===== config.mk =====
export PLATFORM = sky130hd
export DESIGN_NAME = eit_section_actual_to_other_rewriter_flat
export DESIGN_NICKNAME = d
export VERILOG_FILES = /design/src/hdl/eitr_pkg.sv /design/src/hdl/eitr_if.sv /design/src/hdl/eit_section_actual_to_other_rewriter.sv /design/src/hdl/eitr_front.sv /design/src/hdl/eitr_fifo.sv /design/src/hdl/eitr_back.sv /design/src/flat_wrapper.sv
export SDC_FILE = /design/constraint.sdc
export NUM_CORES = 1
export LEC_CHECK = 0
export BUFFER_PORTS_ARGS = -buffer_cell sky130_fd_sc_hd__buf_4
export CAP_MARGIN = 5
export CORE_ASPECT_RATIO = 0.6
export CORE_MARGIN = 2
export CORE_UTILIZATION = 40
export CTS_CLUSTER_DIAMETER = 200
export DETAILED_ROUTE_END_ITERATION = 8
export GPL_TIMING_DRIVEN = 1
export PLACE_DENSITY = 0.61
export SYNTH_ARGS = -nofsm -noshare
export SYNTH_HDL_FRONTEND = slang
export SYNTH_SLANG_ARGS = --single-unit
export TNS_END_PERCENT = 1

===== constraint.sdc =====
create_clock -name clk -period 8.34 [get_ports clk]
set_clock_uncertainty 0.05 [all_clocks]
set_input_delay 1.668 -clock clk [delete_from_list [all_inputs] [get_ports clk]]
set_output_delay 1.668 -clock clk [all_outputs]
set_load 0.005 [all_outputs]

===== src/hdl/eitr_pkg.sv =====
`timescale 1ns / 1ps
// Shared types, constants and functions of the EIT actual-to-other rewriter.
// No dependencies; every other file in hdl/ but eitr_if.sv uses this package.
package eitr_pkg;

	localparam int unsigned MaxSectionDefault = 4096;
	localparam int unsigned QueueDepth        = 4;

	localparam logic [7:0] TidActualPf   = 8'h4E;
	localparam logic [7:0] TidOtherPf    = 8'h4F;
	localparam logic [7:0] TidActualSchLo = 8'h50;
	localparam logic [7:0] TidActualSchHi = 8'h5F;
	localparam logic [7:0] TidOtherSchBase = 8'h60;

	localparam logic [31:0] CrcPoly = 32'h04C1_1DB7;
	localparam logic [31:0] CrcInit = 32'hFFFF_FFFF;

	typedef enum logic [1:0] {
		MODE_CRC_ONLY,
		MODE_TBL_4E,
		MODE_TBL_5X,
		MODE_RAW
	} mode_t;

	// One request from the front to the back: either the three header bytes
	// or a single body byte.
	typedef struct packed {
		logic       hdr;
		logic [7:0] b0;
		logic [7:0] b1;
		logic [7:0] b2;
		logic       crc_upd;
		logic       crc_sub;
		logic [1:0] crc_sel;
		logic       last;
	} entry_t;

	function automatic logic [7:0] rewrite_byte(input mode_t mode, input logic [7:0] v);
		logic [7:0] r;
		unique case (mode)
			MODE_TBL_4E: r = TidOtherPf;
			MODE_TBL_5X: r = TidOtherSchBase | {4'h0, v[3:0]};
			default:     r = v;
		endcase
		return r;
	endfunction

	function automatic logic [31:0] crc8_update(input logic [31:0] crc, input logic [7:0] v);
		logic [31:0] c;
		c = crc ^ {v, 24'h0};
		for (int b = 0; b < 8; b++) begin
			if (c[31]) begin
				c = {c[30:0], 1'b0} ^ CrcPoly;
			end else begin
				c = {c[30:0], 1'b0};
			end
		end
		return c;
	endfunction

endpackage


===== src/hdl/eitr_if.sv =====
`timescale 1ns / 1ps
// Valid/ready stream interfaces of the rewriter: byte input and result output.
// No dependencies.
interface eitr_in_if;
	logic       valid;
	logic       ready;
	logic [7:0] in_byte;

	modport source (output valid, output in_byte, input ready);
	modport sink   (input valid, input in_byte, output ready);
endinterface

interface eitr_out_if;
	logic       valid;
	logic       ready;
	logic [7:0] out_byte;
	logic       section_end;
	logic       run_last;

	modport source (output valid, output out_byte, output section_end, output run_last,
		input ready);
	modport sink   (input valid, input out_byte, input section_end, input run_last,
		output ready);
endinterface


===== src/hdl/eit_section_actual_to_other_rewriter.sv =====
`timescale 1ns / 1ps
// EIT actual-to-other section rewriter with CRC-32/MPEG-2 regeneration.
// Channels: din carries one stream byte per request (valid/ready); dout carries
// one result per request: out_byte, section_end on the last byte of a section,
// run_last on the last result caused by an input byte.
// Bytes 0 and 1 of a section give no result; byte 2 gives three (the header),
// every later byte gives one. In sections with a length field of four or more,
// the last four bytes are replaced by the CRC, most significant byte first, and
// tables 0x4E and 0x50..0x5F are rewritten. Throughput: one byte per cycle while
// dout.ready stays high; the front end takes a byte each cycle and the back end
// sends one result each cycle, the three header results back to back, which the
// two idle header bytes pay for. A body byte goes from its accept through the
// request queue and then the output register to dout.
// A stalled receiver holds the output register; the four-entry queue fills and
// then din.ready falls. A section longer than MAX_SECTION_BYTES halts the block:
// all later bytes are accepted and dropped. Reset clears position, mode, CRC
// and the halt, and empties the queue and output register.
// Uses eitr_pkg, eitr_if, eitr_front, eitr_fifo, eitr_back.
module eit_section_actual_to_other_rewriter #(
	parameter int unsigned MAX_SECTION_BYTES = eitr_pkg::MaxSectionDefault
) (
	input  logic        clk,
	input  logic        arst_n,
	eitr_in_if.sink     din,
	eitr_out_if.source  dout
);

	logic             q_push;
	logic             q_full;
	logic             q_pop;
	logic             q_not_empty;
	eitr_pkg::entry_t wr_entry;
	eitr_pkg::entry_t rd_entry;

	eitr_front #(
		.MAX_SECTION_BYTES(MAX_SECTION_BYTES)
	) u_front (
		.clk     (clk),
		.arst_n  (arst_n),
		.din     (din),
		.q_full  (q_full),
		.q_push  (q_push),
		.q_entry (wr_entry)
	);

	eitr_fifo u_fifo (
		.clk       (clk),
		.arst_n    (arst_n),
		.push      (q_push),
		.wr_entry  (wr_entry),
		.full      (q_full),
		.pop       (q_pop),
		.not_empty (q_not_empty),
		.rd_entry  (rd_entry)
	);

	eitr_back u_back (
		.clk         (clk),
		.arst_n      (arst_n),
		.q_not_empty (q_not_empty),
		.q_entry     (rd_entry),
		.q_pop       (q_pop),
		.dout        (dout)
	);

endmodule


===== src/hdl/eitr_front.sv =====
`timescale 1ns / 1ps
// Front end: tracks section boundaries, holds the header, picks the rewrite mode
// and turns the header and each later byte into a back-end request. Uses eitr_pkg, eitr_in_if.
module eitr_front #(
	parameter int unsigned MAX_SECTION_BYTES = eitr_pkg::MaxSectionDefault
) (
	input  logic               clk,
	input  logic               arst_n,
	eitr_in_if.sink            din,
	input  logic               q_full,
	output logic               q_push,
	output eitr_pkg::entry_t   q_entry
);

	logic [11:0]     pos_q;
	logic [12:0]     total_q;
	eitr_pkg::mode_t mode_q;
	logic [7:0]      hold0_q;
	logic [7:0]      hold1_q;
	logic            halted_q;

	logic            take;
	logic [11:0]     len;
	logic [12:0]     total;
	logic            oversize;
	eitr_pkg::mode_t mode_new;
	logic [12:0]     idx;
	logic [12:0]     crc_start;
	logic [12:0]     crc_off;
	logic            body_last;

	// Drop everything once halted.
	assign din.ready = halted_q || !q_full;
	assign take      = din.valid && din.ready && !halted_q;

	assign len       = {hold1_q[3:0], din.in_byte};
	assign total     = {1'b0, len} + 13'd3;
	assign oversize  = total > 13'(MAX_SECTION_BYTES);
	assign idx       = {1'b0, pos_q};
	assign crc_start = total_q - 13'd4;
	assign crc_off   = idx - crc_start;
	assign body_last = (idx + 13'd1) == total_q;

	always_comb begin
		if (len < 12'd4) begin
			mode_new = eitr_pkg::MODE_RAW;
		end else if (hold0_q == eitr_pkg::TidActualPf) begin
			mode_new = eitr_pkg::MODE_TBL_4E;
		end else if (hold0_q >= eitr_pkg::TidActualSchLo &&
				hold0_q <= eitr_pkg::TidActualSchHi) begin
			mode_new = eitr_pkg::MODE_TBL_5X;
		end else begin
			mode_new = eitr_pkg::MODE_CRC_ONLY;
		end
	end

	always_comb begin
		q_entry = '0;
		q_push  = 1'b0;
		if (pos_q == 12'd2) begin
			q_push          = take && !oversize;
			q_entry.hdr     = 1'b1;
			q_entry.b0      = eitr_pkg::rewrite_byte(mode_new, hold0_q);
			q_entry.b1      = hold1_q;
			q_entry.b2      = din.in_byte;
			q_entry.crc_upd = mode_new != eitr_pkg::MODE_RAW;
			q_entry.last    = total == 13'd3;
		end else begin
			q_push          = take && pos_q > 12'd2;
			q_entry.hdr     = 1'b0;
			q_entry.b2      = (pos_q == 12'd13) ?
				eitr_pkg::rewrite_byte(mode_q, din.in_byte) : din.in_byte;
			q_entry.crc_upd = mode_q != eitr_pkg::MODE_RAW;
			q_entry.crc_sub = mode_q != eitr_pkg::MODE_RAW && idx >= crc_start;
			q_entry.crc_sel = crc_off[1:0];
			q_entry.last    = body_last;
		end
	end

	always_ff @(posedge clk or negedge arst_n) begin
		if (!arst_n) begin
			pos_q    <= '0;
			total_q  <= '0;
			mode_q   <= eitr_pkg::MODE_CRC_ONLY;
			halted_q <= 1'b0;
		end else if (take) begin
			priority case (pos_q)
				12'd0: pos_q <= 12'd1;
				12'd1: pos_q <= 12'd2;
				12'd2: begin
					total_q <= total;
					mode_q  <= mode_new;
					if (oversize) begin
						halted_q <= 1'b1;
					end else begin
						pos_q <= (total == 13'd3) ? 12'd0 : 12'd3;
					end
				end
				default: pos_q <= body_last ? 12'd0 : pos_q + 12'd1;
			endcase
		end
	end

	always_ff @(posedge clk) begin
		if (take && pos_q == 12'd0) begin
			hold0_q <= din.in_byte;
		end
		if (take && pos_q == 12'd1) begin
			hold1_q <= din.in_byte;
		end
	end

endmodule


===== src/hdl/eitr_fifo.sv =====
`timescale 1ns / 1ps
// Short request queue between front and back end.
// Uses eitr_pkg for the entry type and depth.
module eitr_fifo (
	input  logic             clk,
	input  logic             arst_n,
	input  logic             push,
	input  eitr_pkg::entry_t wr_entry,
	output logic             full,
	input  logic             pop,
	output logic             not_empty,
	output eitr_pkg::entry_t rd_entry
);

	localparam int unsigned Depth = eitr_pkg::QueueDepth;
	localparam int unsigned PtrW  = $clog2(Depth);
	localparam int unsigned CntW  = $clog2(Depth + 1);

	eitr_pkg::entry_t mem_q [Depth];
	logic [PtrW-1:0]  wr_ptr_q;
	logic [PtrW-1:0]  rd_ptr_q;
	logic [CntW-1:0]  cnt_q;
	logic             do_push;
	logic             do_pop;

	assign full      = cnt_q == CntW'(Depth);
	assign not_empty = cnt_q != '0;
	assign rd_entry  = mem_q[rd_ptr_q];
	assign do_push   = push && !full;
	assign do_pop    = pop && not_empty;

	always_ff @(posedge clk or negedge arst_n) begin
		if (!arst_n) begin
			wr_ptr_q <= '0;
			rd_ptr_q <= '0;
			cnt_q    <= '0;
		end else begin
			if (do_push) begin
				wr_ptr_q <= (wr_ptr_q == PtrW'(Depth - 1)) ? '0 : wr_ptr_q + 1'b1;
			end
			if (do_pop) begin
				rd_ptr_q <= (rd_ptr_q == PtrW'(Depth - 1)) ? '0 : rd_ptr_q + 1'b1;
			end
			if (do_push && !do_pop) begin
				cnt_q <= cnt_q + 1'b1;
			end else if (do_pop && !do_push) begin
				cnt_q <= cnt_q - 1'b1;
			end
		end
	end

	always_ff @(posedge clk) begin
		if (do_push) begin
			mem_q[wr_ptr_q] <= wr_entry;
		end
	end

endmodule


===== src/hdl/eitr_back.sv =====
`timescale 1ns / 1ps
// Back end: runs the CRC-32/MPEG-2, substitutes the CRC bytes, splits header
// requests into three results and drives the output register. Uses eitr_pkg.
module eitr_back (
	input  logic             clk,
	input  logic             arst_n,
	input  logic             q_not_empty,
	input  eitr_pkg::entry_t q_entry,
	output logic             q_pop,
	eitr_out_if.source       dout
);

	logic [1:0]  sub_q;
	logic [31:0] crc_q;
	logic        ov_q;
	logic [7:0]  ob_q;
	logic        oend_q;
	logic        olast_q;

	logic        load;
	logic [7:0]  cur;
	logic [7:0]  crc_byte;
	logic [7:0]  obyte;
	logic        run_last;
	logic        cur_last;

	assign load     = q_not_empty && (!ov_q || dout.ready);
	assign run_last = !q_entry.hdr || sub_q == 2'd2;
	assign cur_last = q_entry.last && run_last;
	assign q_pop    = load && run_last;

	always_comb begin
		if (!q_entry.hdr) begin
			cur = q_entry.b2;
		end else begin
			unique case (sub_q)
				2'd0:    cur = q_entry.b0;
				2'd1:    cur = q_entry.b1;
				default: cur = q_entry.b2;
			endcase
		end
		unique case (q_entry.crc_sel)
			2'd0: crc_byte = crc_q[31:24];
			2'd1: crc_byte = crc_q[23:16];
			2'd2: crc_byte = crc_q[15:8];
			2'd3: crc_byte = crc_q[7:0];
		endcase
		obyte = q_entry.crc_sub ? crc_byte : cur;
	end

	always_ff @(posedge clk or negedge arst_n) begin
		if (!arst_n) begin
			sub_q <= '0;
			crc_q <= eitr_pkg::CrcInit;
			ov_q  <= 1'b0;
		end else begin
			if (load) begin
				ov_q  <= 1'b1;
				sub_q <= run_last ? 2'd0 : sub_q + 2'd1;
				if (cur_last) begin
					crc_q <= eitr_pkg::CrcInit;
				end else if (q_entry.crc_upd && !q_entry.crc_sub) begin
					crc_q <= eitr_pkg::crc8_update(crc_q, cur);
				end
			end else if (dout.ready) begin
				ov_q <= 1'b0;
			end
		end
	end

	always_ff @(posedge clk) begin
		if (load) begin
			ob_q    <= obyte;
			oend_q  <= cur_last;
			olast_q <= run_last;
		end
	end

	assign dout.valid       = ov_q;
	assign dout.out_byte    = ob_q;
	assign dout.section_end = oend_q;
	assign dout.run_last    = olast_q;

endmodule


===== src/flat_wrapper.sv =====
// flat-port wrapper written by rule: the top's interface ports become plain ports
module eit_section_actual_to_other_rewriter_flat 
#(
	parameter int unsigned MAX_SECTION_BYTES = eitr_pkg::MaxSectionDefault
)
  (clk, arst_n, din_valid, din_in_byte, din_ready, dout_valid, dout_out_byte, dout_section_end, dout_run_last, dout_ready);
  eitr_in_if din_i ();
  eitr_out_if dout_i ();
  input  logic clk;
  input  logic arst_n;
  input wire logic [$bits(din_i.valid)-1:0] din_valid;
  input wire logic [$bits(din_i.in_byte)-1:0] din_in_byte;
  output wire logic [$bits(din_i.ready)-1:0] din_ready;
  output wire logic [$bits(dout_i.valid)-1:0] dout_valid;
  output wire logic [$bits(dout_i.out_byte)-1:0] dout_out_byte;
  output wire logic [$bits(dout_i.section_end)-1:0] dout_section_end;
  output wire logic [$bits(dout_i.run_last)-1:0] dout_run_last;
  input wire logic [$bits(dout_i.ready)-1:0] dout_ready;
  assign din_i.valid = din_valid;
  assign din_i.in_byte = din_in_byte;
  assign din_ready = din_i.ready;
  assign dout_valid = dout_i.valid;
  assign dout_out_byte = dout_i.out_byte;
  assign dout_section_end = dout_i.section_end;
  assign dout_run_last = dout_i.run_last;
  assign dout_i.ready = dout_ready;
  eit_section_actual_to_other_rewriter #(.MAX_SECTION_BYTES(MAX_SECTION_BYTES)) u_core (.clk(clk), .arst_n(arst_n), .din(din_i), .dout(dout_i));
endmodule

======== After elaboration in Yosys (flattened, before gate mapping) ========
Memories as Yosys holds them, arrays and structs flattened.
Cells that the tools add are included.
storage, ports and cells
  latch bits .............................. 0
  memories ................................ 1
  word-level logic and storage cells ...... 160
  bits in writable memories ............... 120
  register bits ........................... 96
  memory bits (read-only) ................. 0
memories
  memory               words  width  read ports  clocked after Yosys merged registers in  wr ports  RTL line         RTL
  u_core.u_fifo.mem_q  4      30     1           0                                        1         eitr_fifo.sv:19  eitr_pkg::entry_t mem_q [Depth];
operators by class
  magnitude comparators ................... 6
  divide/modulo/power cells ............... 0
  bitwise operators ....................... 9
  reductions and logical operators ........ 38
  shifts and indexed selects .............. 0
  multiplexer cells ....................... 60
  multiply operators ...................... 0
  add/subtract/negate cells ............... 10
  eq/ne operators ......................... 21
operators by type and width
  cell                   count
  $mux 32                23
  $mux 27                8
  $not 14->14            8
  $pmux 8 s2             3
  $pmux 12 s3            1
  $pmux 8 s4             1
  $xor 32x32->32         1
  $mux 12                2
  $mux 8                 3
  $logic_and 1x1->1      16
  $mux 16                1
  $eq 2x2->1 const B     7
  $mux 2                 7
  $add 12x1->13 const B  1
  $add 12x2->13 const B  1
  $eq 13x13->1           1
  $eq 13x2->1 const B    1
  $ge 12x13->1           1
  $gt 13x13->1 const B   1
  $sub 13x3->13 const B  1
  $add 12x1->12 const B  1
  $eq 12x1->1 const B    1
  $eq 12x2->1 const B    1
  $eq 12x4->1 const B    1
  23 further kinds       52

======== Logic depth before layout (Yosys ltp) ========
Gate-level depths: netlist of run 1.
  word-level depth ........................ 43
  depth in mapped cells ................... 17

======== Hierarchy ========
Synthesis of run 1 repeated with hierarchy kept, for this count alone.
unflattened totals
  cell total of the unflattened synthesis .. 826
  area total of the unflattened synthesis .. 11518.5 um^2
by module, submodules not included
  module      area an instance (um^2)  instances  cells each
  eitr_fifo   4842.1                   1          194
  eitr_front  3574.7                   1          389
  eitr_back   3101.7                   1          243

======== Worst setup path after synthesis of run 1 ========
OpenSTA, ideal clock, no wires.
  path kind ............................... input to register
  from .................................... input din_in_byte[0]
  to ...................................... memory u_core.u_fifo.mem_q[0][0] in the netlist's numbering (enable)
  arrival ................................. 4.954 ns
  setup time .............................. 0.417 ns
  stages .................................. 11
  slack ................................... 2.919 ns
  path buffers ............................ 1
  cells stage by stage .................... inv_1 ha_1 clkbuf_1 nand4b_1 nor3_1 a22oi_1 a2111oi_0 and2_1 o31ai_1 a221o_1 nor2_1
on the way
  word-level cells in the longest chain between the ends .. 8
ends and longest elaborated chain
  item                          RTL line            RTL
  start: declaration            flat_wrapper.sv:12  input wire logic [$bits(din_i.in_byte)-1:0] din_in_byte;
  $add 12x2->13                 eitr_front.sv:37    assign total = {1'b0, len} + 13'd3;
  $gt 13x13->1                  eitr_front.sv:38    assign oversize = total > 13'(MAX_SECTION_BYTES);
  $logic_not 1->1               eitr_front.sv:61    q_push = take && !oversize;
  $logic_and 1x1->1             eitr_front.sv:61
  $mux 1                        eitr_front.sv:60    if (pos_q == 12'd2) begin
  $logic_and 1x1->1             eitr_fifo.sv:29     assign do_push = push && !full;
  $mux 1                        eitr_fifo.sv:53     if (do_push) begin
  $mux 1 (implied by the code)  eitr_fifo.sv:54     mem_q[wr_ptr_q] <= wr_entry;
  end: declaration              eitr_fifo.sv:19
Every way passes these cells.

======== Final worst setup path of run 1 ========
  from .................................... input din_in_byte[0]
  to ...................................... register u_core.u_fifo.cnt_q[2]
on the way
  word-level cells in the longest chain between the ends .. 9
  elaborated cells between the ends (all ways) .. 11
  classes of those cells .................. 1 x add/sub; 1 x order compare; 2 x mux; 7 x reduce/logical
ends and longest elaborated chain
  item                         RTL line          RTL
  $add 12x2->13 (*)            eitr_front.sv:37
  via u_core.u_front.total[0]  eitr_front.sv:24  logic [12:0] total;
  $gt 13x13->1 (*)             eitr_front.sv:38
  $logic_not 1->1 (*)          eitr_front.sv:61
  $logic_and 1x1->1 (*)        eitr_front.sv:61
  $mux 1 (*)                   eitr_front.sv:60
  $logic_and 1x1->1 (*)        eitr_fifo.sv:29
  via u_core.u_fifo.do_push    eitr_fifo.sv:23   logic do_push;
  $logic_not 1->1              eitr_fifo.sv:46   end else if (do_pop && !do_push) begin
  $logic_and 1x1->1            eitr_fifo.sv:46
  $reduce_bool 2->1 (no line)  -
  end signal: assignment       eitr_fifo.sv:45   cnt_q <= cnt_q + 1'b1;
  end signal: assignment       eitr_fifo.sv:47   cnt_q <= cnt_q - 1'b1;
  end: declaration             eitr_fifo.sv:22   logic [CntW-1:0] cnt_q;
Mark *: on every way through the listed nets, which the timed path passes. The rest lies on a longest branch.
A chain may end at the register's enable or synchronous reset.

==> results of run 1 <==
[placed cells by master, fill, tap and decap left out, types with 9 or more instances in the layout]
cell | synthesis | routed
edfxtp_1 | 146 | 146
nor2_1 | 82 | 77
nand2_1 | 60 | 60
xnor2_1 | 60 | 60
o21ai_0 | 46 | 46
dfrtp_1 | 38 | 37
inv_1 | 36 | 36
a21oi_1 | 35 | 35
xor2_1 | 33 | 33
ha_1 | 33 | 33
buf_4 | 3 | 33
dfstp_2 | 32 | 32
mux4_2 | 29 | 29
nor3_1 | 26 | 26
clkbuf_16 | 0 | 23
mux2i_1 | 18 | 18
nand3_1 | 14 | 14
and3_1 | 12 | 12
mux2_2 | 11 | 11
a21o_1 | 9 | 9
xor2_2 | 9 | 9
[state kept, by name (all words and copies together), names as in the netlist]
| signal | cells |
|---|---|
| u_core.u_fifo.cnt_q | 3 |
| u_core.u_back.dout.run_last | 1 |
| u_core.u_back.sub_q | 2 |
| u_core.u_fifo.wr_ptr_q | 2 |
| u_core.u_back.dout.out_byte | 8 |
| u_core.u_back.dout.section_end | 1 |
| u_core.u_front.pos_q | 12 |
| u_core.u_front.halted_q | 1 |
| u_core.u_fifo.mem_q | 120 |
| u_core.u_back.dout.valid | 1 |
| u_core.u_front.hold1_q | 8 |
| u_core.u_front.mode_q | 2 |
| u_core.u_front.hold0_q | 8 |
| u_core.u_back.crc_q | 32 |
| u_core.u_fifo.rd_ptr_q | 2 |
| u_core.u_front.total_q | 13 |
[cell families (layout without fill, tap and decap cells)]
kind of cell    after synthesis  in the layout  synth area share, %
simple gates                250            250                10.52
flops                       216            216                55.08
compound gates              141            141                8.235
xor+xnor                    111            111                10.53
buf+inv                      79            109                3.001
mux                          59             59                8.770
fa+ha+maj                    34             34                3.861
[path summary, 6_finish.rpt]
| check | start | end | slack (ns) | depth (start not counted) |
|---|---|---|---|---|
| max in group asynchronous | arst_n | u_core.u_fifo.rd_ptr_q[1]$_DFFE_PN0P_ | 6.34 | 1 |
| worst min-delay path | u_core.u_back.crc_q[9]$_DFFE_PN1P_ | u_core.u_back.crc_q[9]$_DFFE_PN1P_ | 0.42 | 2 |
| min in group asynchronous | arst_n | u_core.u_back.dout.valid$_DFFE_PN0P_ | 1.23 | 1 |
| worst max-delay path | din_in_byte[0] | u_core.u_fifo.cnt_q[2]$_DFFE_PN0P_ | 3.43 | 18 |
| worst min register to register | u_core.u_back.crc_q[9]$_DFFE_PN1P_ | u_core.u_back.crc_q[9]$_DFFE_PN1P_ | 0.42 | 2 |
| worst max register to register | u_core.u_fifo.rd_ptr_q[0]$_DFFE_PN0P_ | u_core.u_back.crc_q[3]$_DFFE_PN1P_ | 4.22 | 9 |
[stage by stage]
step	util, %	power [mW]
floorplan	-	2.060
global placement	42.55	2.290
detailed placement	42.55	2.290
CTS	45.13	3.289
global route	45.13	3.432
finish	45.13	3.247
[area by class of cell]
class / count / area (um^2) / share of cell area, %
tap: 367 / 459.2 / 3.689
sequential: 216 / 6177 / 49.62
multi-input combinational: 595 / 4717 / 37.89
clock inverter: 13 / 121.4 / 0.9750
inverter: 36 / 135.1 / 1.086
timing repair buffer: 33 / 247.7 / 1.990
clock buffer: 27 / 590.6 / 4.744
[routing by layer]
metal,up-vias,global-route usage [%]
met5,-,0
met4,0,2.834
met3,24,4.543
met2,218,23.08
met1,3392,29.92
li1,3249,-
[tightest hold or removal path, delay by kind of cell, from the launching register on]
family | cells | cell delay (ns)
flops | 1 | 0.38
simple gates | 2 | 0.09
[power groups by stage]
stage	sequential [mW]	combinational [mW]	clock, mW
CTS	1.20	1.07	1.01
global route	1.21	1.16	1.06
floorplan	1.22	0.838	0
global placement	1.22	1.07	0
finish	1.20	1.06	0.985
detailed placement	1.22	1.07	0
==> impl_metrics.csv, run 1 <==
group,metric,value,unit
yosys,synth_edf_count,146,
worst_setup_path,crit_path_frequent_cell,"inv_1",
sta,layout_setup_ws,3.426,ns
yosys,synthTopCellsByCount,"146 x edfxtp_1, 82 x nor2_1, 60 x nand2_1, 60 x xnor2_1, 46 x o21ai_0",
clocking,ctsHoldBuffers,0,
placed_design,post-place-ws,2.909,ns
floorplanning,num_rows,47,
power_and_ir_drop,leakagePower,4.574,nW
clocking,htree_levels,1,
sta,setup_violations,0,
yosys,yosysWarnings,0,
worst_setup_path,critPathKind,"input port to flip-flop",
sta,max_freq,203.5,MHz
worst_setup_path,end_kind,"flip-flop",
worst_setup_path,crit_path_cell_trace,"buf_4 > inv_1 > ha_1 > nand4b_1 > nor3_1 > a22oi_1 > a2111oi_0 > and2_1 > o31ai_1 > buf_4 > a221o_1 > inv_1 > ha_1 > inv_1 > fa_1 > xor2_1 > nor2_1 > xor2_1",
sta,relSlewSlack,36.37,%
yosys,netlist-cell-type-count,61,
finish,n_antenna_cell,0,
clocking,clkSinkCount,216,
grt,antenna_found_initial,0,
yosys,ys_async_sr_fraction,32.41,%
clocking,cts_resized,0,
worst_setup_path,cp_slowest_stage_delay,0.43,ns
power_and_ir_drop,max-vdd-ir-drop,0.1820,mV
yosys,yosysTopAreaCellShare,39.10,%
sta,worst_pin_slew,0.9544,ns
worst_setup_path,cp_slowest_cell,"a2111oi_0",
worst_setup_path,cp.buffers_inverters,5,
finish,area_growth,11.01,%
clocking,postCtsSetupBuffers,0,
sta,tns,0,ns
sta,slew_viol_final,0,
floorplanning,core,0.02758,mm^2
yosys,syn_nets,936,
route,post_drt_wl_per_cell,19.68,um
route,top_layer,"met4",
yosys,syn_area,0.01121,mm^2
route,num_vias,6883,
yosys,synth_area_leaders,"edfxtp_1 39%, dfrtp_1 8.5%, dfstp_2 7.5%",
power_and_ir_drop,p_sw_share,31.59,%
worst_setup_path,path_delay_family,"compound AO/OA/AOI/OAI gates",
clocking,cts.reportedPaths.clkPinSlew,0.06,ns
grt,grt_max_degree,71,
worst_setup_path,worstPathRequired,8.73,ns
floorplanning,io_pins,24,
grt,grt_pass1_wl,39.88,mm
finish,stdcell_area,0.01245,mm^2
sta,period_needed,4.914,ns
placed_design,place_congestion,0.8709,
run_status,status,"finished, final reports clean",
grt,grt_pass1_vias,6490,
floorplanning,dieWidth,220.2,um
clocking,cts_tree,"done",
clocking,numCtsBuffers,23,
clocking,clk_latency,0.52,ns
placed_design,dp_hpwl,17.73,mm
route,drtAntennaViolNets,0,
worst_setup_path,start_kind,"input port",
flow_run,drv_cap,0,
power_and_ir_drop,p_int,2.222,mW
power_and_ir_drop,p_per_area,260.9,mW/mm^2
placed_design,placed_area,0.01174,mm^2
finish,final_nets,951,
power_and_ir_drop,p_clk_share,30.3,%
route,dr.first_iter.drc_count,665,
grt,overflow,0,
worst_setup_path,arrival,5.31,ns
route,wl_met2,9.906,mm
route,dr_wl_met3,2.070,mm
sta,rsz0062_at_grt,"false",
clocking,cts_root_buf,"clkbuf_16",
floorplanning,die-area,0.02943,mm^2
route,wl_met1,13.08,mm
finish,fillers,2446,
yosys,yosysMostFrequentCell,"edfxtp_1",
yosys,ys.flop_type,"edfxtp_1",
floorplanning,die_y,133.7,um
placed_design,io_buffers,23,
floorplanning,start_util,40.66,%
finish,final_cells,1287,
route,firstDrtPassIters,5,
route,viasPerCell,5.348,
yosys,synth_cells,890,
power_and_ir_drop,seq_power_share,37.0,%
clocking,clockBufferDepth,3,
sta,finalCritPeriodShare,58.92,%
finish,drive_gt1_share,18.59,%
power_and_ir_drop,p_switching,1.026,mW
sta,hold_violations,0,
worst_setup_path,crit_path_max_fanout,16,
sta,hold_slack,0.4211,ns
yosys,postSynthAreaPerCell,12.60,um^2
yosys,ys_seq_area_share,55.08,%
yosys,post-synth-top-area-cell,"edfxtp_1",
yosys,ys_seq_elements,216,
hold_path,min_path_type,"flip-flop to flip-flop",
placed_design,placedCellCount,1247,
route,wl,25.33,mm
power_and_ir_drop,combPwrFrac,32.6,%
grt,track_usage,17.93,%
route,drc,0,
Power figures use the tool's default switching activity.
==> run 2, diff against run 1 <==
PLACE_DENSITY = 0.63   (was 0.61)
clock period = 4.2 ns   (was 8.34 ns; I/O delays follow)
==> impl_metrics.csv, run 2 (synthesis gave the netlist of run 1 again) <==
group,metric,value,unit
route,post_drt_wl_per_cell,19.72,um
placed_design,io_buffers,23,
grt,track_usage,18.22,%
route,drtAntennaViolNets,0,
grt,antenna_found_initial,0,
floorplanning,num_rows,47,
clocking,numCtsBuffers,22,
route,firstDrtPassIters,5,
finish,n_antenna_cell,0,
route,wl,25.66,mm
finish,top_register,"u_core.u_fifo.mem_q",
grt,grt_pass1_vias,6707,
power_and_ir_drop,p_switching,2.050,mW
finish,largest_reg_flops,120,
flow_run,drv_cap,0,
route,num_vias,6993,
sta,relSlewSlack,33.89,%
route,dr.first_iter.drc_count,657,
clocking,cts_root_buf,"clkbuf_16",
finish,drive_gt1_share,19.38,%
floorplanning,die_y,133.7,um
power_and_ir_drop,p_int,4.423,mW
worst_setup_path,end_kind,"flip-flop",
route,viasPerCell,5.375,
grt,overflow,0,
worst_setup_path,arrival,4.25,ns
placed_design,place_congestion,0.9004,
worst_setup_path,crit_path_frequent_cell,"inv_1",
clocking,htree_levels,1,
sta,max_freq,259.3,MHz
sta,rsz0062_at_grt,"false",
power_and_ir_drop,max-vdd-ir-drop,0.2970,mV
placed_design,dp_hpwl,17.91,mm
placed_design,post-place-ws,-0.09715,ns
worst_setup_path,critPathKind,"input port to flip-flop",
hold_path,min_path_type,"input port to asynchronous set/reset pin",
clocking,cts.reportedPaths.clkPinSlew,0.06,ns
worst_setup_path,crit_path_max_fanout,7,
sta,period_needed,3.856,ns
sta,hold_violations,0,
finish,final_common_cell,"edfxtp_1",
clocking,cts_resized,0,
power_and_ir_drop,seq_power_share,37.3,%
clocking,clkSinkCount,216,
clocking,postCtsSetupBuffers,0,
worst_setup_path,path_delay_family,"compound AO/OA/AOI/OAI gates",
finish,reg_top3,"u_core.u_fifo.mem_q (120), u_core.u_back.crc_q (32), u_core.u_front.total_q (13)",
clocking,clk_latency,0.53,ns
power_and_ir_drop,p_sw_share,31.67,%
sta,slew_viol_final,0,
finish,mostFrequentLayoutCells,"146 x edfxtp_1, 77 x nor2_1, 60 x nand2_1, 60 x xnor2_1, 46 x o21ai_0",
worst_setup_path,crit_path_cell_trace,"buf_4 > inv_1 > ha_1 > nand4b_1 > nor3_1 > a22oi_1 > a2111oi_0 > and2_1 > o31ai_1 > a221o_1 > inv_1 > ha_1 > inv_1 > fa_1 > xor2_1 > nor2_1 > xor2_1",
floorplanning,die-area,0.02943,mm^2
power_and_ir_drop,combPwrFrac,32.9,%
worst_setup_path,start_kind,"input port",
power_and_ir_drop,p_clk_share,29.8,%
sta,layout_setup_ws,0.3435,ns
sta,worst_pin_slew,0.9917,ns
power_and_ir_drop,leakagePower,4.654,nW
floorplanning,start_util,40.66,%
run_status,status,"finished, final reports clean",
power_and_ir_drop,p_per_area,513.9,mW/mm^2
worst_setup_path,worstPathRequired,4.59,ns
floorplanning,io_pins,24,
worst_setup_path,cp_slowest_cell,"a2111oi_0",
clocking,clockBufferDepth,3,
grt,grt_pass1_wl,40.66,mm
route,drc,0,
floorplanning,core,0.02758,mm^2
sta,setup_violations,0,
grt,grt_max_degree,71,
sta,tns,0,ns
finish,final_nets,964,
worst_setup_path,cp_slowest_stage_delay,0.53,ns
clocking,ctsHoldBuffers,0,
worst_setup_path,cp.buffers_inverters,4,
clocking,cts_tree,"done",
floorplanning,dieWidth,220.2,um
finish,area_growth,12.33,%
sta,finalCritPeriodShare,91.82,%
==> run 2: path summary, 6_finish.rpt <==
check | slack (ns) | start | cells after the start | endpoint
max in group asynchronous | 3.01 | arst_n | 1 | u_core.u_fifo.rd_ptr_q[1]$_DFFE_PN0P_
min reg2reg | 0.42 | u_core.u_back.crc_q[9]$_DFFE_PN1P_ | 2 | u_core.u_back.crc_q[9]$_DFFE_PN1P_
min | 0.41 | arst_n | 1 | u_core.u_back.dout.valid$_DFFE_PN0P_
min in group clk | 0.42 | u_core.u_back.crc_q[9]$_DFFE_PN1P_ | 2 | u_core.u_back.crc_q[9]$_DFFE_PN1P_
max reg2reg | 0.61 | u_core.u_front.hold1_q[0]$_DFFE_PP_ | 15 | u_core.u_fifo.cnt_q[2]$_DFFE_PN0P_
max | 0.34 | din_in_byte[0] | 17 | u_core.u_fifo.cnt_q[2]$_DFFE_PN0P_
==> run 2: final cells by class <==
type	count	area [um^2]
clock inverter	11	118.9
timing repair buffer	47	415.4
multi-input combinational	595	4713
clock buffer	29	576.8
sequential	216	6177
tap	367	459.2
inverter	36	135.1
fill	2436	14980
==> run 2: worst reg2reg max path, cell delays in order, from the launching register on <==
cell       delay, ns
edfxtp_1        0.47
o21a_1          0.16
nand4_1         0.14
mux2i_1         0.22
a22oi_1         0.09
a2111oi_0       0.53
and2_1          0.29
o31ai_1         0.12
a221o_1         0.31
inv_1           0.08
ha_1            0.18
inv_1           0.06
fa_1            0.37
xor2_1          0.17
nor2_1          0.11
xor2_1          0.16
==> run 2: power groups by stage <==
stage               Clock, mW  Sequential [mW]  Combinational (mW)
floorplan                   0             2.43                1.66
global placement            0             2.46                2.12
detailed placement          0             2.46                2.12
CTS                      1.97             2.42                2.14
global route             2.06             2.43                2.31
finish                   1.93             2.42                2.13
==> run 2: stage by stage <==
step | hold slack [ns] | power (mW) | area (um^2) | cells | utilization, %
4_1_cts | 0.4243 | 6.529 | 12600 | 1301 | 45.67
6_report | 0.4066 | 6.473 | 12600 | 1301 | 45.67
3_5_place_dp | 0.4139 | 4.579 | 11900 | 1261 | 43.15
2_1_floorplan | 0.3938 | 4.091 | 11210 | 890 | -
3_3_place_gp | 0.4082 | 4.580 | 11900 | 1261 | 43.15
5_1_grt | 0.4540 | 6.795 | 12600 | 1301 | 45.67
==> run 2: routing by layer <==
metal,routed length (um),global-route usage [%],share of wire (%)
met3,1678,3.676,6.5
met5,0,0,0
met2,9936,23.48,39
met1,13690,30.82,53
met4,353,3.430,1.4
==> run 3, diff against run 2 <==
PLACE_DENSITY = 0.61   (was 0.63)
clock period = 4.7 ns   (was 4.2 ns; I/O delays follow)
==> impl_metrics.csv, run 3 (synthesis gave the netlist of run 1 again) <==
group,metric,value,unit
finish,fin_util,45.75,%
worst_setup_path,critPathKind,"input port to flip-flop",
grt,grt_use_met3,4.795,%
route,drc,0,
sta,period_needed,3.748,ns
placed_design,io_buffers,23,
route,dr.first_iter.drc_count,766,
finish,final_cells,1294,
clocking,clockBufferDepth,3,
grt,grt_max_degree,71,
finish,top_register,"u_core.u_fifo.mem_q",
clocking,cts_root_buf,"clkbuf_16",
sta,hold_slack,0.4239,ns
floorplanning,die_y,133.7,um
sta,slew_viol_final,0,
power_and_ir_drop,p_total,5.981,mW
run_status,status,"finished, final reports clean",
sta,hold_violations,0,
grt,busiest_layer,"met1",
finish,drive_gt1_share,19.63,%
finish,mostFrequentLayoutCells,"146 x edfxtp_1, 77 x nor2_1, 60 x nand2_1, 60 x xnor2_1, 46 x o21ai_0",
finish,final_nets,958,
sta,rsz0062_at_grt,"false",
power_and_ir_drop,p_per_area,474.1,mW/mm^2
route,num_vias,6984,
clocking,cts.reportedPaths.clkPinSlew,0.07,ns
worst_setup_path,crit_path_max_fanout,7,
finish,largest_reg_flops,120,
route,post_drt_wl_per_cell,20.10,um
grt,overflow,0,
finish,area_growth,12.52,%
grt,met2_usage,23.08,%
finish,reg_top3,"u_core.u_fifo.mem_q (120), u_core.u_back.crc_q (32), u_core.u_front.total_q (13)",
worst_setup_path,cp_slowest_cell,"a2111oi_0",
floorplanning,start_util,40.66,%
worst_setup_path,worstPathRequired,5.10,ns
finish,final_common_cell,"edfxtp_1",
clocking,cts_tree,"done",
placed_design,placedCellCount,1255,
floorplanning,io_pins,24,
power_and_ir_drop,leakagePower,4.654,nW
sta,tns,0,ns
grt,antenna_found_initial,0,
sta,worst_pin_slew,1.004,ns
floorplanning,core,0.02758,mm^2
finish,stdcell_area,0.01262,mm^2
sta,setup_violations,0,
worst_setup_path,cp_slowest_stage_delay,0.46,ns
finish,fillers,2466,
placed_design,dp_hpwl,18.14,mm
worst_setup_path,crit_path_frequent_cell,"inv_1",
clocking,numCtsBuffers,22,
sta,max_freq,266.8,MHz
hold_path,min_path_type,"flip-flop to flip-flop",
clocking,clk_latency,0.53,ns
route,viasPerCell,5.397,
floorplanning,die-area,0.02943,mm^2
clocking,postCtsSetupBuffers,0,
clocking,cts_resized,0,
grt,grt_pass1_vias,6598,
grt,grt_util_met1,31.10,%
worst_setup_path,arrival,4.15,ns
route,firstDrtPassIters,5,
sta,layout_setup_ws,0.9520,ns
clocking,clkSinkCount,216,
worst_setup_path,crit_path_cell_trace,"buf_4 > inv_1 > ha_1 > nand4b_1 > nor3_1 > a22oi_1 > a2111oi_0 > and2_1 > o31ai_1 > a221o_1 > inv_1 > ha_1 > inv_1 > fa_1 > xor2_1 > nor2_1 > xor2_1",
route,wl,26.00,mm
grt,grt_pass1_wl,40.70,mm
flow_run,drv_cap,0,
route,drtAntennaViolNets,0,
clocking,htree_levels,1,
placed_design,place_congestion,0.8767,
clocking,ctsHoldBuffers,0,
power_and_ir_drop,max-vdd-ir-drop,0.3528,mV
placed_design,placed_area,0.01182,mm^2
sta,relSlewSlack,33.05,%
placed_design,post-place-ws,0.4600,ns
grt,track_usage,18.36,%
finish,n_antenna_cell,0,
floorplanning,num_rows,47,
worst_setup_path,start_kind,"input port",
floorplanning,dieWidth,220.2,um
worst_setup_path,end_kind,"flip-flop",
sta,finalCritPeriodShare,79.75,%
-- run 3: worst max-delay path, delay by kind of cell --
kind	cells	cell delay, ns
and+or+nand+nor	4	0.85
AOI/OAI and AO/OA	4	1.01
buffers and inverters	4	0.29
xor gates and xnor gates	2	0.31
adders and majority gates	3	0.75
-- run 3: final timing paths --
kind                       slack, ns                                start                                    end  cells after the start
setup / recovery                0.95                       din_in_byte[0]     u_core.u_fifo.cnt_q[2]$_DFFE_PN0P_                     17
hold / removal                  0.42   u_core.u_back.crc_q[6]$_DFFE_PN1P_     u_core.u_back.crc_q[6]$_DFFE_PN1P_                      2
setup reg to reg                0.96  u_core.u_front.pos_q[1]$_DFFE_PN0P_    u_core.u_front.pos_q[2]$_DFFE_PN0P_                     10
hold reg to reg                 0.42   u_core.u_back.crc_q[6]$_DFFE_PN1P_     u_core.u_back.crc_q[6]$_DFFE_PN1P_                      2
max in group asynchronous       3.37                               arst_n  u_core.u_fifo.rd_ptr_q[1]$_DFFE_PN0P_                      1
min in group asynchronous       0.54                               arst_n   u_core.u_back.dout.valid$_DFFE_PN0P_                      1
-- run 3: layer usage --
metal / part of all wire (%) / routed length (um)
met1: 53 / 13760
met2: 38 / 9791
met3: 8.2 / 2144
met4: 1.2 / 303
met5: 0 / 0
-- run 3: power by group --
group / switching, mW / leakage (nW) / internal (mW)
logic: 1.04 / 2.11 / 0.845
clock network: 0.774 / 0.376 / 1.17
registers: 0.0561 / 2.17 / 2.10
-- run 3: final cells by class --
type                    instances  area [um^2]  share of cell area (%)
well taps                     367        459.2                   3.639
multi-input cells             595         4713                   37.36
clock inverters                16        224.0                   1.775
repair buffers                 41        332.8                   2.638
clock buffers                  23        575.6                   4.562
inverters                      36        135.1                   1.071
flip-flops and latches        216         6177                   48.96
